$ cat src/rtl/cte_pkg.sv
// ----------------------------------------------------------------------------
// cte_pkg: shared types and constants for the civil time converter
// Stage structures, calendar tables and range limits used by the pipeline.
// ----------------------------------------------------------------------------
package cte_pkg;

	// Accepted ranges of the record fields.
	localparam logic [15:0] YEAR_MIN = 16'd1900;
	localparam logic [15:0] YEAR_MAX = 16'd2100;
	localparam logic [7:0]  HOUR_MAX = 8'd23;
	localparam logic [7:0]  MINUTE_MAX = 8'd59;
	localparam logic signed [24:0] LAT_LIMIT_Q16 = 25'sd5898240;
	localparam logic signed [24:0] LON_LIMIT_Q16 = 25'sd11796480;

	// Calendar constants.
	localparam logic [15:0] ERA4_START = 16'd1600;
	localparam logic [15:0] ERA5_START = 16'd2000;
	localparam logic [17:0] DAYS_PER_YEAR = 18'd365;
	localparam logic [16:0] SECS_PER_HOUR = 17'd3600;
	localparam logic [16:0] SECS_PER_MINUTE = 17'd60;
	localparam logic [34:0] SECS_PER_DAY = 35'd86400;

	// Seconds from 1970-01-01 to the start of era 4 (year 1600-03-01) and
	// era 5 (year 2000-03-01): (era * 146097 - 719468) * 86400.
	localparam logic signed [35:0] ERA4_SECONDS = -36'sd11670912000;
	localparam logic signed [35:0] ERA5_SECONDS = 36'sd951868800;

	// Stage 1: record checked, year split into era and year of era.
	typedef struct packed {
		logic               ok;
		logic               era5;
		logic [8:0]         yoe;
		logic [8:0]         doy;
		logic [4:0]         hour;
		logic [5:0]         minute;
		logic signed [17:0] zone;
	} s1_t;

	// Stage 2: day of era and local time of day shifted to UTC.
	typedef struct packed {
		logic               ok;
		logic               era5;
		logic [17:0]        doe;
		logic signed [18:0] tod;
	} s2_t;

	// Stage 3: day of era scaled to seconds.
	typedef struct packed {
		logic               ok;
		logic               era5;
		logic [34:0]        doe_secs;
		logic signed [18:0] tod;
	} s3_t;

	// Length of a month in a common year; codes outside 1..12 give zero.
	function automatic logic [7:0] month_len(input logic [7:0] month);
		logic [7:0] len;
		begin
			case (month)
				8'd1, 8'd3, 8'd5, 8'd7, 8'd8, 8'd10, 8'd12: len = 8'd31;
				8'd4, 8'd6, 8'd9, 8'd11:                    len = 8'd30;
				8'd2:                                       len = 8'd28;
				default:                                    len = 8'd0;
			endcase
			return len;
		end
	endfunction

	// Days from March 1 to the first of the month, (153 * mp + 2) / 5.
	function automatic logic [8:0] march_offset(input logic [7:0] month);
		logic [8:0] days;
		begin
			case (month)
				8'd3:    days = 9'd0;
				8'd4:    days = 9'd31;
				8'd5:    days = 9'd61;
				8'd6:    days = 9'd92;
				8'd7:    days = 9'd122;
				8'd8:    days = 9'd153;
				8'd9:    days = 9'd184;
				8'd10:   days = 9'd214;
				8'd11:   days = 9'd245;
				8'd12:   days = 9'd275;
				8'd1:    days = 9'd306;
				8'd2:    days = 9'd337;
				default: days = 9'd0;
			endcase
			return days;
		end
	endfunction

endpackage

$ cat src/rtl/cte_check.sv
// ----------------------------------------------------------------------------
// cte_check: record validation stage
// Checks every field of the record and splits the date into era, year of era
// and day of year counted from March.
// ----------------------------------------------------------------------------
module cte_check import cte_pkg::*; (
	input  logic               clk,
	input  logic               arst_n,
	input  logic               in_valid,
	input  logic [15:0]        year_value,
	input  logic [7:0]         month_value,
	input  logic [7:0]         day_value,
	input  logic [7:0]         hour_value,
	input  logic [7:0]         minute_value,
	input  logic signed [17:0] zone_offset_seconds,
	input  logic signed [24:0] latitude_q16,
	input  logic signed [24:0] longitude_q16,
	input  logic               record_marked_valid,
	input  logic               name_present,
	output logic               valid_s1,
	output s1_t                data_s1
);

	logic        leap;
	logic [7:0]  max_day;
	logic        fields_ok;
	logic [15:0] adj_year;
	logic        era5;
	logic [15:0] yoe_full;
	logic [8:0]  doy;
	s1_t         next_s1;

	// Leap rule restricted to 1900..2100: only 2000 is a century leap year.
	assign leap = (year_value[1:0] == 2'b00) && (year_value != YEAR_MIN) &&
		(year_value != YEAR_MAX);

	always_comb begin
		max_day = month_len(month_value);
		if ((month_value == 8'd2) && leap) begin
			max_day = 8'd29;
		end
	end

	// All range checks in parallel.
	assign fields_ok = record_marked_valid && name_present &&
		(year_value >= YEAR_MIN) && (year_value <= YEAR_MAX) &&
		(month_value >= 8'd1) && (month_value <= 8'd12) &&
		(day_value >= 8'd1) && (day_value <= max_day) &&
		(hour_value <= HOUR_MAX) && (minute_value <= MINUTE_MAX) &&
		(latitude_q16 >= -LAT_LIMIT_Q16) && (latitude_q16 <= LAT_LIMIT_Q16) &&
		(longitude_q16 >= -LON_LIMIT_Q16) && (longitude_q16 <= LON_LIMIT_Q16);

	// January and February belong to the previous year of the March-based calendar.
	assign adj_year = year_value - {15'd0, (month_value <= 8'd2)};
	assign era5     = (adj_year >= ERA5_START);
	assign yoe_full = adj_year - (era5 ? ERA5_START : ERA4_START);
	assign doy      = march_offset(month_value) + {1'b0, day_value} - 9'd1;

	always_comb begin
		next_s1.ok     = fields_ok;
		next_s1.era5   = era5;
		next_s1.yoe    = yoe_full[8:0];
		next_s1.doy    = doy;
		next_s1.hour   = hour_value[4:0];
		next_s1.minute = minute_value[5:0];
		next_s1.zone   = zone_offset_seconds;
	end

	// Valid bit of stage 1.
	always_ff @(posedge clk or negedge arst_n) begin
		if (!arst_n) begin
			valid_s1 <= 1'b0;
		end else begin
			valid_s1 <= in_valid;
		end
	end

	// Payload of stage 1.
	always_ff @(posedge clk) begin
		if (in_valid) begin
			data_s1 <= next_s1;
		end
	end

endmodule

$ cat src/rtl/cte_day_count.sv
// ----------------------------------------------------------------------------
// cte_day_count: day of era and time of day stage
// Counts days inside the 400-year era and turns the local time of day into
// seconds relative to UTC.
// ----------------------------------------------------------------------------
module cte_day_count import cte_pkg::*; (
	input  logic clk,
	input  logic arst_n,
	input  logic valid_s1,
	input  s1_t  data_s1,
	output logic valid_s2,
	output s2_t  data_s2
);

	logic [17:0]        year_days;
	logic [1:0]         centuries;
	logic [17:0]        doe;
	logic [16:0]        local_secs;
	logic signed [18:0] tod;
	s2_t                next_s2;

	// Whole centuries in the year of era, which stays below 400.
	always_comb begin
		if (data_s1.yoe >= 9'd300) begin
			centuries = 2'd3;
		end else if (data_s1.yoe >= 9'd200) begin
			centuries = 2'd2;
		end else if (data_s1.yoe >= 9'd100) begin
			centuries = 2'd1;
		end else begin
			centuries = 2'd0;
		end
	end

	// Day of era: 365 per year, a leap day every fourth, none on centuries.
	assign year_days = 18'(data_s1.yoe) * DAYS_PER_YEAR;
	assign doe = year_days + 18'(data_s1.yoe[8:2]) - 18'(centuries) + 18'(data_s1.doy);

	// Time of day minus zone offset.
	assign local_secs = 17'(data_s1.hour) * SECS_PER_HOUR +
		17'(data_s1.minute) * SECS_PER_MINUTE;
	assign tod = $signed({2'b00, local_secs}) - $signed({data_s1.zone[17], data_s1.zone});

	always_comb begin
		next_s2.ok   = data_s1.ok;
		next_s2.era5 = data_s1.era5;
		next_s2.doe  = doe;
		next_s2.tod  = tod;
	end

	// Valid bit of stage 2.
	always_ff @(posedge clk or negedge arst_n) begin
		if (!arst_n) begin
			valid_s2 <= 1'b0;
		end else begin
			valid_s2 <= valid_s1;
		end
	end

	// Payload of stage 2.
	always_ff @(posedge clk) begin
		if (valid_s1) begin
			data_s2 <= next_s2;
		end
	end

endmodule

$ cat src/rtl/cte_scale.sv
// ----------------------------------------------------------------------------
// cte_scale: seconds scaling and final sum
// Multiplies the day of era by the seconds in a day, then adds the era start
// and the UTC time of day into the result register.
// ----------------------------------------------------------------------------
module cte_scale import cte_pkg::*; (
	input  logic               clk,
	input  logic               arst_n,
	input  logic               valid_s2,
	input  s2_t                data_s2,
	output logic               valid_s4,
	output logic               ok_s4,
	output logic signed [32:0] secs_s4
);

	logic               valid_s3;
	s3_t                data_s3;
	s3_t                next_s3;
	logic signed [35:0] total;

	always_comb begin
		next_s3.ok       = data_s2.ok;
		next_s3.era5     = data_s2.era5;
		next_s3.doe_secs = 35'(data_s2.doe) * SECS_PER_DAY;
		next_s3.tod      = data_s2.tod;
	end

	// Era start plus day seconds plus time of day.
	assign total = $signed({1'b0, data_s3.doe_secs}) +
		(data_s3.era5 ? ERA5_SECONDS : ERA4_SECONDS) +
		36'(data_s3.tod);

	// Valid bits of stages 3 and 4.
	always_ff @(posedge clk or negedge arst_n) begin
		if (!arst_n) begin
			valid_s3 <= 1'b0;
			valid_s4 <= 1'b0;
		end else begin
			valid_s3 <= valid_s2;
			valid_s4 <= valid_s3;
		end
	end

	// Payload of stages 3 and 4; a rejected record reports zero seconds.
	always_ff @(posedge clk) begin
		if (valid_s2) begin
			data_s3 <= next_s3;
		end
		if (valid_s3) begin
			ok_s4   <= data_s3.ok;
			secs_s4 <= data_s3.ok ? total[32:0] : 33'sd0;
		end
	end

endmodule

$ cat src/rtl/civil_time_to_epoch_seconds.sv
// ----------------------------------------------------------------------------
// civil_time_to_epoch_seconds: civil date and time to UTC epoch seconds
// Validates a local date/time record and converts it to seconds since
// 1970-01-01 UTC with the days-from-civil formula.
//
//   channel  | signals                                   | direction
//   ---------+-------------------------------------------+----------
//   command  | start, busy, record fields                | in
//   result   | done, conversion_ok, utc_seconds          | out
//
// A transaction is taken at every edge with start high; busy stays low.
// Done follows start through the four register stages (check, day count,
// multiply, sum); one record per cycle sustained.
// Reset clears only the stage valid bits; no result appears after reset
// until a record is taken. The receiver cannot stall, so nothing holds back.
// ----------------------------------------------------------------------------
module civil_time_to_epoch_seconds import cte_pkg::*; (
	input  logic               clk,
	input  logic               arst_n,
	input  logic               start,
	output logic               busy,
	input  logic [15:0]        year_value,
	input  logic [7:0]         month_value,
	input  logic [7:0]         day_value,
	input  logic [7:0]         hour_value,
	input  logic [7:0]         minute_value,
	input  logic signed [17:0] zone_offset_seconds,
	input  logic signed [24:0] latitude_q16,
	input  logic signed [24:0] longitude_q16,
	input  logic               record_marked_valid,
	input  logic               name_present,
	output logic               done,
	output logic               conversion_ok,
	output logic signed [32:0] utc_seconds
);

	logic in_valid;
	logic valid_s1;
	s1_t  data_s1;
	logic valid_s2;
	s2_t  data_s2;

	// The pipeline never stalls, so a command is always taken.
	assign busy     = 1'b0;
	assign in_valid = start && !busy;

	cte_check u_check (
		.clk                 (clk),
		.arst_n              (arst_n),
		.in_valid            (in_valid),
		.year_value          (year_value),
		.month_value         (month_value),
		.day_value           (day_value),
		.hour_value          (hour_value),
		.minute_value        (minute_value),
		.zone_offset_seconds (zone_offset_seconds),
		.latitude_q16        (latitude_q16),
		.longitude_q16       (longitude_q16),
		.record_marked_valid (record_marked_valid),
		.name_present        (name_present),
		.valid_s1            (valid_s1),
		.data_s1             (data_s1)
	);

	cte_day_count u_day_count (
		.clk      (clk),
		.arst_n   (arst_n),
		.valid_s1 (valid_s1),
		.data_s1  (data_s1),
		.valid_s2 (valid_s2),
		.data_s2  (data_s2)
	);

	cte_scale u_scale (
		.clk      (clk),
		.arst_n   (arst_n),
		.valid_s2 (valid_s2),
		.data_s2  (data_s2),
		.valid_s4 (done),
		.ok_s4    (conversion_ok),
		.secs_s4  (utc_seconds)
	);

endmodule

$ cat config.mk
export PLATFORM = sky130hd
export DESIGN_NAME = civil_time_to_epoch_seconds
export DESIGN_NICKNAME = d
export VERILOG_FILES = /design/src/rtl/cte_pkg.sv /design/src/rtl/cte_check.sv /design/src/rtl/cte_day_count.sv /design/src/rtl/cte_scale.sv /design/src/rtl/civil_time_to_epoch_seconds.sv
export SDC_FILE = /design/constraint.sdc
export NUM_CORES = 1
export LEC_CHECK = 0
export BUFFER_PORTS_ARGS = -buffer_cell sky130_fd_sc_hd__buf_2
export CORE_AREA = 2 2 172 174
export DETAILED_ROUTE_END_ITERATION = 12
export DIE_AREA = 0 0 174 176
export PLACE_DENSITY_LB_ADDON = 0.3
export SETUP_SLACK_MARGIN = 0.05
export SYNTH_ARGS = -nofsm -noshare
export SYNTH_HDL_FRONTEND = slang
export SYNTH_HIERARCHICAL = 1
export SYNTH_SLANG_ARGS = --single-unit
export TNS_END_PERCENT = 1
$ cat constraint.sdc
create_clock -name clk -period 11.6 [get_ports clk]
set_clock_uncertainty 0.15 [all_clocks]
set_input_delay 0.58 -clock clk [delete_from_list [all_inputs] [get_ports clk]]
set_output_delay 0.58 -clock clk [all_outputs]
set_load 0.05 [all_outputs]
# After elaboration in Yosys (flattened, before gate mapping)
# Memory sizes are Yosys's and may differ from the RTL's.
# Index checks and enable logic that the tools add are counted.
# word_totals
rom_bits	224
output_inout_bits	36
register_bits	173
elab_cells	84
input_bits	121
mem_count	2
# mem_list
name	depth	word_bits	rd	rd_clocked_by_memory_dff	wr	line_no	rtl
(no name shown)	16	9	1	0	0	cte_pkg.sv:73	case (month)
(no name shown)	16	5	1	0	0	cte_pkg.sv:59	case (month)
# op_classes
reduce_logical	18
mul	4
n_eq_ne	3
order_cmp	17
addsub	11
mux	8
# ops
operator	count
$add 33x19->33	1
$add 33x33->33	1
$mux 33	1
$ge 16x11->1 const B	2
$mul 18x10->26 const B	1
$ge 25x24->1 const B	1
$ge 25x25->1 const B	1
$le 25x24->1 const B	1
$le 25x25->1 const B	1
$sub 18x18->19	1
$add 18x7->18	1
$add 18x9->18	1
$mul 9x9->18 const B	1
$mux 9	2
$sub 18x2->18	1
$add 17x12->17	1
$ge 8x1->1 const B	2
$le 16x12->1 const B	1
$logic_and 1x1->1	16
$mux 8	2
$ne 16x11->1 const B	1
$ne 16x12->1 const B	1
$sub 16x1->16	1
$mul 5x8->13 const B	1
other kinds (17)	18

# Depth between registers and ports, before layout
# Gate-level depths: netlist of the first run.
# logic_depth
word_depth	13
depth_mapped	24
ltp_nobuf	24

# By module
# The synthesis of the first run kept the hierarchy.
# by_module_without_submodules
mod	area_each_um2	cells_each	seq_area_each_um2	n_inst
cte_scale	7314.5	669	2482.4	1
cte_day_count	6221.0	617	1196.1	1
cte_check	3146.8	291	1496.4	1
civil_time_to_epoch_seconds	11.3	2	0.0	1

# Worst setup path after synthesis of the first run
# No wires, ideal clock.
# synth_path
path_kind	register to register
startpoint	register u_check/data_s1[21] (netlist name)
endpoint	register u_day_count/data_s2[16] (netlist name)
period_less_slack_ns	5.415
arrival_ns	5.005
t_required_ns	11.190
slack_ns	6.185
path_buffers	1
stages_incl_launch_ff	25
setup_ns	0.260
cell_sequence	edfxtp_1 > inv_1 > fa_1 > fa_1 > inv_1 > ha_1 > nor2b_1 > o21ai_0 > a21oi_1 > o21a_1 > nor2_1 > xnor2_1 > ha_1 > o21a_1 > o41a_1 > o21a_1 > o21bai_1 > xor2_1 > ha_1 > clkbuf_1 > a21oi_1 > o21ai_0 > a21o_1 > a221o_1 > xor2_1
# synth_between
elab_chain_len	3
# synth_rtl
element	line_no	rtl
$mul 6x4->10	cte_day_count.sv:41	17'(data_s1.minute) * SECS_PER_MINUTE;
$add 17x12->17	cte_day_count.sv:40	assign local_secs = 17'(data_s1.hour) * SECS_PER_HOUR +
$sub 18x18->19	cte_day_count.sv:42	assign tod = $signed({2'b00, local_secs}) - $signed({data_s1.zone[17], data_s1.zone});
named net u_day_count.tod[16]	cte_day_count.sv:19	logic signed [18:0] tod;
# The timed path passes the listed nets, and every way through them passes these cells.
# A chain may end at the register's enable or synchronous reset.

# Worst setup path in the final report of the first run
# layout_path
startpoint	register u_check/data_s1[21] (netlist name)
endpoint	register u_day_count/data_s2[16] (netlist name)
# layout_between
elab_chain_len	3
# layout_rtl
element	line_no
$mul 6x4->10	cte_day_count.sv:41
$add 17x12->17	cte_day_count.sv:40
$sub 18x18->19	cte_day_count.sv:42
named net u_day_count.tod[16]	cte_day_count.sv:19
# The timed path passes the listed nets, and every way through them passes these cells.

==> flow_summary.yaml, run 1 <==
status:
  status: "finished clean"
worst_setup_path:
  reg2reg_from: "u_check/data_s1[21]$_DFFE_PP_"
  worstReg2RegEnd: "u_day_count/data_s2[16]$_DFFE_PP_"
  crit_path_start_kind: "flip-flop"
  worstPathRequired_ns: 11.63
  cp-end-kind: "flip-flop"
  arrival_ns: 5.77
  rr_worst_depth: 23
  slowest_delay_ns: 0.51
  crit_start: "u_check/data_s1[21]$_DFFE_PP_"
  crit_chain: "inv_1 -> fa_1 -> fa_1 -> inv_1 -> ha_1 -> nor2b_1 -> o21ai_0 -> a21oi_1 -> o21a_1 -> nor2_1 -> xnor2_1 -> ha_1 -> o21a_1 -> o41a_1 -> o21a_1 -> o21bai_1 -> xor2_1 -> ha_1 -> a21oi_1 -> o21ai_0 -> a21o_1 -> a221o_1 -> xor2_1"
  reg2reg_slack_ns: 5.86
  critical_path.slowest_cell: "fa_1"
  critPathKind: "reg2reg"
  cp_max_fo: 8
cells_and_area:
  nNetsFinal: 2245
  area_growth_pct: 10.88
  multi_input_comb_area_sq_um: 10350
  regArea_sq_um: 5176
  fillers: 2275
  drive_gt1_frac: 0.1276
synth:
  syn-num-nets: 2090
  ys_ff_latch: 173
  syn-cell-area_sq_um: 16690
  yosysWarnings: 6
  synth_area_leaders: "edfxtp_1 (30%), ha_1 (21%), fa_1 (13%)"
  syn_avg_cell_area_sq_um: 10.57
  synth_edf_count: 169
  async_flop_share: 0.02312
  ys_types: 90
  synth.most_common_cell: "inv_1"
  ys_seq_area_frac: 0.3100
  synthFlopType: "edfxtp_1"
  synth_common_cells: "inv_1 (286), ha_1 (280), edfxtp_1 (169)"
  yosysTopAreaCellShare: 0.3040
  synthCells: 1579
  synth_top_cell_by_area: "edfxtp_1"
floorplan:
  initial_core_util: 0.5848
  die_h_um: 176
  rows: 62
  top_level_ports: 157
  core-area_sq_um: 28550
  die-area_sq_um: 30620
  die_w_um: 174
clock_tree:
  clkTransAtPathRegs_ns: 0.08
  clockBufferDepth: 2
  post_cts_buffers: 0
  cts_resized: 0
  cts_root_buffer: "clkbuf_16"
  cts.sinks: 173
  cts_made_buffers: 17
  cts_tree: "done"
  h-tree-depth: 4
  cts_hold_buf: 1
  clk_latency_ns: 0.44
sta:
  fin_setup_tns_ns: 0
  slew_violations: 0
  finalSetupViolations: 0
  rsz0062_at_grt: "false"
  min_period_over_period: 0.4944
  fmax_mhz: 174.4
  finalHoldViolCount: 0
  min_period_ns: 5.736
  tightest_slew_ns: 1.065
  slew_headroom: 0.2902
route:
  drt_iter0_markers: 603
  wirelength_um: 32140
  ant_nets: 0
  firstDrtPassIters: 6
  num_vias: 11610
  viasPerCell: 5.447
  drc: 0
  wl_per_cell_um: 15.08
min_path:
  min_from: "hour_value[2]"
  hold_depth: 1
  min_to: "u_check/data_s1[26]$_DFFE_PP_"
  hold_path.class: "in2reg"
global_route:
  grt_usage: 0.2161
  grt_pass1_wl_um: 53780
  grt_max_degree: 51
  antenna_found_initial: 1
  grt_pass1_vias: 11790
  overflow: 0
run:
  cap_violations: 0
place:
  dpl.hpwl_um: 26300
  place_congestion: 0.9085
  portBuffers: 155
stage by stage:
| step | worst slack [ns] | cell area (sq um) | cells | hold WS, ns | utilization |
|---|---|---|---|---|---|
| 5_1_grt | 5.469 | 18510 | 2132 | 0.1350 | 0.6484 |
| 3_5_place_dp | 5.943 | 17870 | 2098 | 0.2342 | 0.6259 |
| 2_1_floorplan | 6.185 | 16690 | 1579 | 0.1344 | - |
| 6_report | 5.864 | 18510 | 2132 | 0.1559 | 0.6484 |
| 4_1_cts | 5.887 | 18510 | 2131 | 0.1410 | 0.6483 |
| 3_3_place_gp | 6.031 | 17870 | 2098 | 0.2096 | 0.6259 |
critical path: cells and delay by family, from the launching register on:
kind	cells	cell delay, ns
xor gates and xnor gates	3	0.45
and+or+nand+nor	2	0.27
DFF	1	0.42
buffers and inverters	2	0.27
AOI/OAI and AO/OA	11	1.99
adders and majority gates	5	1.94
sequential cells by signal, indices dropped and copies added, names as in the netlist:
| signal | count |
|---|---|
| u_check/valid_s1 | 1 |
| u_check/data_s1 | 49 |
| u_scale/valid_s4 | 1 |
| u_scale/ok_s4 | 1 |
| u_scale/secs_s4 | 33 |
| u_scale/valid_s3 | 1 |
| u_scale/data_s3 | 47 |
| u_day_count/data_s2 | 39 |
| u_day_count/valid_s2 | 1 |
layout make-up:
class | count | share of cell area
multi-input cells | 1098 | 0.5590
flip-flops and latches | 173 | 0.2797
inverters | 286 | 0.05800
repair buffers | 158 | 0.04326
well taps | 384 | 0.02596
clock buffers | 17 | 0.02298
clock inverters | 15 | 0.01095
diodes | 1 | 0.0001352
cell families (layout without fill, tap and decap cells):
family,count (synthesis),count (layout),synth area share
AO/OA/AOI/OAI,304,304,0.1262
XOR/XNOR,111,111,0.05824
adder cells (fa/ha/maj),390,390,0.3418
buffers and inverters,308,476,0.07015
flip-flops,173,173,0.3100
multiplexers,8,8,0.004872
other,1,2,0.0002246
AND/OR/NAND/NOR,284,284,0.08852
how the worst max path moves through the flow:
stage / endpoint / cells after the start
after CTS: u_day_count/data_s2[16]$_DFFE_PP_ / 23
after detailed placement: u_day_count/data_s2[16]$_DFFE_PP_ / 23
after floorplan: u_day_count/data_s2[16]$_DFFE_PP_ / 24
after global placement: u_day_count/data_s2[16]$_DFFE_PP_ / 23
after global routing: u_day_count/data_s2[18]$_DFFE_PP_ / 23
final: u_day_count/data_s2[16]$_DFFE_PP_ / 23
cell usage in the layout, fill, tap and decap left out, drive strengths merged, types with 6 or more instances in the layout:
| cell type | count |
|---|---|
| nand2b | 15 |
| nor3 | 14 |
| buf | 157 |
| nor2 | 74 |
| mux2i | 7 |
| nor2b | 22 |
| clkbuf | 17 |
| o211ai | 13 |
| a21o | 41 |
| ha | 280 |
| o21ai | 49 |
| o21a | 19 |
| fa | 110 |
| a31oi | 18 |
| o21bai | 13 |
| a21oi | 79 |
| nand3 | 19 |
| o22ai | 6 |
| clkinv | 7 |
| and2 | 14 |
| inv | 293 |
| nand4 | 15 |
| xor2 | 38 |
| xnor2 | 73 |
| edfxtp | 169 |
| nor4 | 14 |
| a211o | 6 |
| a211oi | 16 |
| and3 | 11 |
| nand2 | 61 |
per-layer routing:
layer	wire length (um)	share of wire	GRT usage
met4	699	0.022	0.07633
met2	16870	0.52	0.4138
met3	1042	0.032	0.02519
met1	13530	0.42	0.2488
met5	0	0	0
Power of run 1 is left out: the tool's default activity adds up to more than one toggle a clock period on the data nets, which glitch-free logic cannot reach.
==> run 2, diff against run 1 <==
Settings changed: CORE_AREA 2 2 172 174 to 2 2 176 178, DIE_AREA 0 0 174 176 to 0 0 178 180.
Clock period 11.6 ns to 4.8 ns, I/O delays scaled along.
==> flow_summary.yaml, run 2 (synthesis results as in run 1) <==
worst_setup_path:
  reg2reg_from: "u_check/data_s1[19]$_DFFE_PP_"
  cp-end-kind: "flip-flop"
  crit_path_start_kind: "flip-flop"
  critPathKind: "reg2reg"
  crit_start: "u_check/data_s1[19]$_DFFE_PP_"
  arrival_ns: 5.35
  worstPathRequired_ns: 4.82
  cp_max_fo: 3
place:
  portBuffers: 155
  dpl.hpwl_um: 28090
  place_congestion: 0.8814
  post_dp_cell_area_sq_um: 18860
global_route:
  grt_usage: 0.2231
  grt_pass1_wl_um: 58060
  grt_pass1_vias: 12790
  antenna_found_initial: 0
  overflow: 0
  grt_max_degree: 51
cells_and_area:
  nNetsFinal: 2406
  mostFrequentLayoutCell: "inv_1"
  top_regs: "u_check/data_s1 (49), u_scale/data_s3 (47), u_day_count/data_s2 (39)"
  final_cell_mix: "inv_1 (280), ha_1 (270), edfxtp_1 (169)"
  regMostFlops: "u_check/data_s1"
  drive_gt1_frac: 0.2081
  postLayoutCellArea_sq_um: 19990
  area_growth_pct: 19.73
  largest_reg_flops: 49
  antenna_cells: 0
clock_tree:
  cts_made_buffers: 17
  h-tree-depth: 4
  clockBufferDepth: 2
  cts_tree: "done"
  cts.sinks: 173
  clkTransAtPathRegs_ns: 0.07
  cts_root_buffer: "clkbuf_16"
  clk_latency_ns: 0.44
sta:
  finalSetupViolations: 11
  fmax_mhz: 187.9
  slew_headroom: 0.2553
  fin_ws_ns: -0.5231
  min_period_ns: 5.323
  tightest_slew_ns: 1.117
  rsz0062_at_grt: "true"
  min_period_over_period: 1.109
  slew_violations: 0
  finalHoldViolCount: 0
floorplan:
  rows: 64
  core-area_sq_um: 30190
  die-area_sq_um: 32040
  top_level_ports: 157
  initial_core_util: 0.5530
  die_h_um: 180
  die_w_um: 178
min_path:
  hold_path.class: "in2reg"
  min_from: "year_value[3]"
status:
  violations: "negative setup slack"
  status: "complete, but fails checks"
route:
  drt_iter0_markers: 530
  firstDrtPassIters: 5
  ant_nets: 0
  wirelength_um: 34520
  viasPerCell: 5.353
  num_vias: 12330
  wl_per_cell_um: 14.98
  drc: 0
run:
  cap_violations: 0
run 2: worst paths after layout:
| path | to | depth (start not counted) | slack [ns] |
|---|---|---|---|
| max reg2reg | u_day_count/data_s2[16]$_DFFE_PP_ | 21 | -0.52 |
| max | u_day_count/data_s2[16]$_DFFE_PP_ | 21 | -0.52 |
| min in group asynchronous | u_scale/valid_s4$_DFF_PN0_ | 3 | 0.56 |
| min reg2reg | u_scale/valid_s4$_DFF_PN0_ | 0 | 0.24 |
| min | u_check/data_s1[41]$_DFFE_PP_ | 2 | 0.05 |
| max in group asynchronous | u_day_count/valid_s2$_DFF_PN0_ | 3 | 3.73 |
run 2: critical path, stage by stage, from the launching register on:
cell	delay, ns
edfxtp_1	0.44
fa_1	0.59
fa_1	0.46
ha_1	0.30
a21o_1	0.17
a21oi_2	0.17
o22ai_2	0.12
nor2_2	0.16
xnor2_2	0.14
ha_1	0.26
o21a_1	0.11
o21a_1	0.16
o41a_1	0.12
o21a_1	0.19
o21bai_1	0.16
xor2_1	0.18
ha_1	0.29
a21oi_2	0.16
o21ai_2	0.08
a21o_1	0.18
a221o_1	0.35
xor2_1	0.16
run 2: final cells by class:
class                      instances  area, sq um
multi-input combinational       1098        10600
tap                              396        495.5
clock buffer                      21        450.4
clock inverter                    11        111.4
sequential                       173         5176
inverter                         286         1074
fill                            2246        10200
timing repair buffer             319         2085
run 2: metrics by stage:
| step | TNS [ns] | instances | worst slack [ns] | util | hold WS (ns) |
|---|---|---|---|---|---|
| 2_1_floorplan | -0.9095 | 1579 | -0.4132 | - | -0.2056 |
| 3_3_place_gp | -2.679 | 2237 | -0.4509 | 0.6246 | -0.1029 |
| 3_5_place_dp | -4.390 | 2237 | -0.6069 | 0.6246 | -0.09402 |
| 4_1_cts | -2.529 | 2301 | -0.5409 | 0.6564 | 0.03258 |
| 5_1_grt | -6.608 | 2304 | -0.8253 | 0.6621 | 0.06270 |
| 6_report | -2.749 | 2304 | -0.5231 | 0.6621 | 0.05301 |
run 2: repair_timing:
| action | in CTS | in global routing |
|---|---|---|
| pin swaps | 12 | 13 |
| setup buffers | 1 | 3 |
| resized for setup | 20 | 28 |
| setup endpoints to repair | 20 | 28 |
| hold buffers | 31 | 0 |
| hold endpoints to repair | 33 | 0 |
run 2: metal layers:
layer	up-vias	wire length, um	GRT usage
met5	-	0	0
li1	6102	-	-
met4	0	796	0.06885
met3	60	1234	0.02898
met1	5867	14180	0.2575
met2	304	18310	0.4222
Power of run 2 is left out for the same reason.
==> run 3, diff against run 2 <==
Settings changed: SETUP_SLACK_MARGIN 0.05 to unset.
==> flow_summary.yaml, run 3 (synthesis results as in run 1) <==
status:
  status: "complete, but fails checks"
  violations: "negative setup slack"
floorplan:
  die-area_sq_um: 32040
  die_h_um: 180
  rows: 64
  die_w_um: 178
  top_level_ports: 157
  core-area_sq_um: 30190
  initial_core_util: 0.5530
cells_and_area:
  antenna_cells: 0
  regMostFlops: "u_check/data_s1"
  final_cells: 2304
  top_regs: "u_check/data_s1 (49), u_scale/data_s3 (47), u_day_count/data_s2 (39)"
  largest_reg_flops: 49
  mostFrequentLayoutCell: "inv_1"
  final_cell_mix: "inv_1 (283), ha_1 (273), edfxtp_1 (169)"
  area_growth_pct: 19.44
  nNetsFinal: 2406
  fillers: 2260
  drive_gt1_frac: 0.2034
sta:
  slew_violations: 0
  finalHoldViolCount: 0
  tightest_slew_ns: 1.114
  rsz0062_at_grt: "true"
  slew_headroom: 0.2571
  fin_setup_tns_ns: -2.829
  finalSetupViolations: 14
  fmax_mhz: 187.9
  min_period_over_period: 1.109
  min_period_ns: 5.323
  fin_ws_ns: -0.5226
global_route:
  grtUsageMet1: 0.2571
  top_usage_layer: "met2"
  grt_pass1_wl_um: 58040
  met2_usage: 0.4226
  overflow: 0
  grt_util_met3: 0.02898
  grt_pass1_vias: 12790
  antenna_found_initial: 0
  grt_usage: 0.2231
  grt_max_degree: 51
route:
  firstDrtPassIters: 5
  num_vias: 12310
  wirelength_um: 34500
  ant_nets: 0
  drt_iter0_markers: 532
  viasPerCell: 5.344
  wl_per_cell_um: 14.97
  drc: 0
place:
  place_congestion: 0.8814
  dp.cells: 2237
  dp_slack_ns: -0.6069
  dpl.hpwl_um: 28090
  portBuffers: 155
clock_tree:
  cts_tree: "done"
  cts.sinks: 173
  h-tree-depth: 4
  cts_made_buffers: 17
  cts_root_buffer: "clkbuf_16"
  clk_latency_ns: 0.43
  clkTransAtPathRegs_ns: 0.07
  clockBufferDepth: 2
worst_setup_path:
  arrival_ns: 5.35
  cp-end-kind: "flip-flop"
  cp_max_fo: 3
  crit_start: "u_check/data_s1[19]$_DFFE_PP_"
  critPathKind: "reg2reg"
  reg2reg_from: "u_check/data_s1[19]$_DFFE_PP_"
  crit_path_start_kind: "flip-flop"
  worstPathRequired_ns: 4.82
min_path:
  min_from: "year_value[3]"
  hold_path.class: "in2reg"
run:
  cap_violations: 0
==> run 3: cell counts in the layout (fill, tap and decap cells not counted) <==
No cell type changed its count.
==> run 3: critical path, stage by stage (launching register included) <==
cell	delay, ns
edfxtp_1	0.44
fa_1	0.59
fa_1	0.46
ha_1	0.30
a21o_1	0.17
a21oi_2	0.17
o22ai_2	0.12
nor2_2	0.16
xnor2_2	0.14
ha_1	0.26
o21a_1	0.11
o21a_1	0.16
o41a_1	0.12
o21a_1	0.19
o21bai_1	0.16
xor2_1	0.18
ha_1	0.29
a21oi_2	0.16
o21ai_2	0.08
a21o_1	0.18
a221o_1	0.35
xor2_1	0.16
==> run 3: what timing repair did <==
item                       CTS  global route
gates resized for setup     15            23
pin swaps                    8            14
setup endpoints to repair   17            25
hold buffers                31             0
hold endpoints to repair    33             0
setup buffers                1             3
==> run 3: through the flow <==
step	area (sq um)	hold WS [ns]	util
after detailed placement	18860	-0.09402	0.6246
after global routing	19940	0.06270	0.6605
after global placement	18860	-0.1029	0.6246
after floorplan	16720	-0.2056	-
final	19940	0.05313	0.6605
after CTS	19810	0.03258	0.6560
==> run 3: path summary, 6_finish.rpt <==
kind / to / slack [ns] / depth (start not counted)
worst max-delay path: u_day_count/data_s2[16]$_DFFE_PP_ / -0.52 / 21
worst min-delay path: u_check/data_s1[41]$_DFFE_PP_ / 0.05 / 2
worst max register to register: u_day_count/data_s2[16]$_DFFE_PP_ / -0.52 / 21
worst min register to register: u_scale/valid_s4$_DFF_PN0_ / 0.24 / 0
max in group asynchronous: u_day_count/valid_s2$_DFF_PN0_ / 3.73 / 3
min in group asynchronous: u_scale/valid_s4$_DFF_PN0_ / 0.56 / 3
==> run 3: routing by layer <==
metal	vias to the layer above	share of wire	routed length, um
met5	-	0	0
met4	0	0.022	767
met3	58	0.034	1161
met2	294	0.53	18300
met1	5854	0.41	14270
li1	6106	-	-
==> run 3: area by class of cell <==
cell class              instances  area [sq um]  area share
multi-input cells            1098         10550      0.5290
clock inverters                11         111.4    0.005585
clock buffers                  21         450.4     0.02259
flip-flops and latches        173          5176      0.2596
repair buffers                319          2085      0.1045
inverters                     286          1074     0.05384
well taps                     396         495.5     0.02485
Power of run 3 is left out for the same reason.
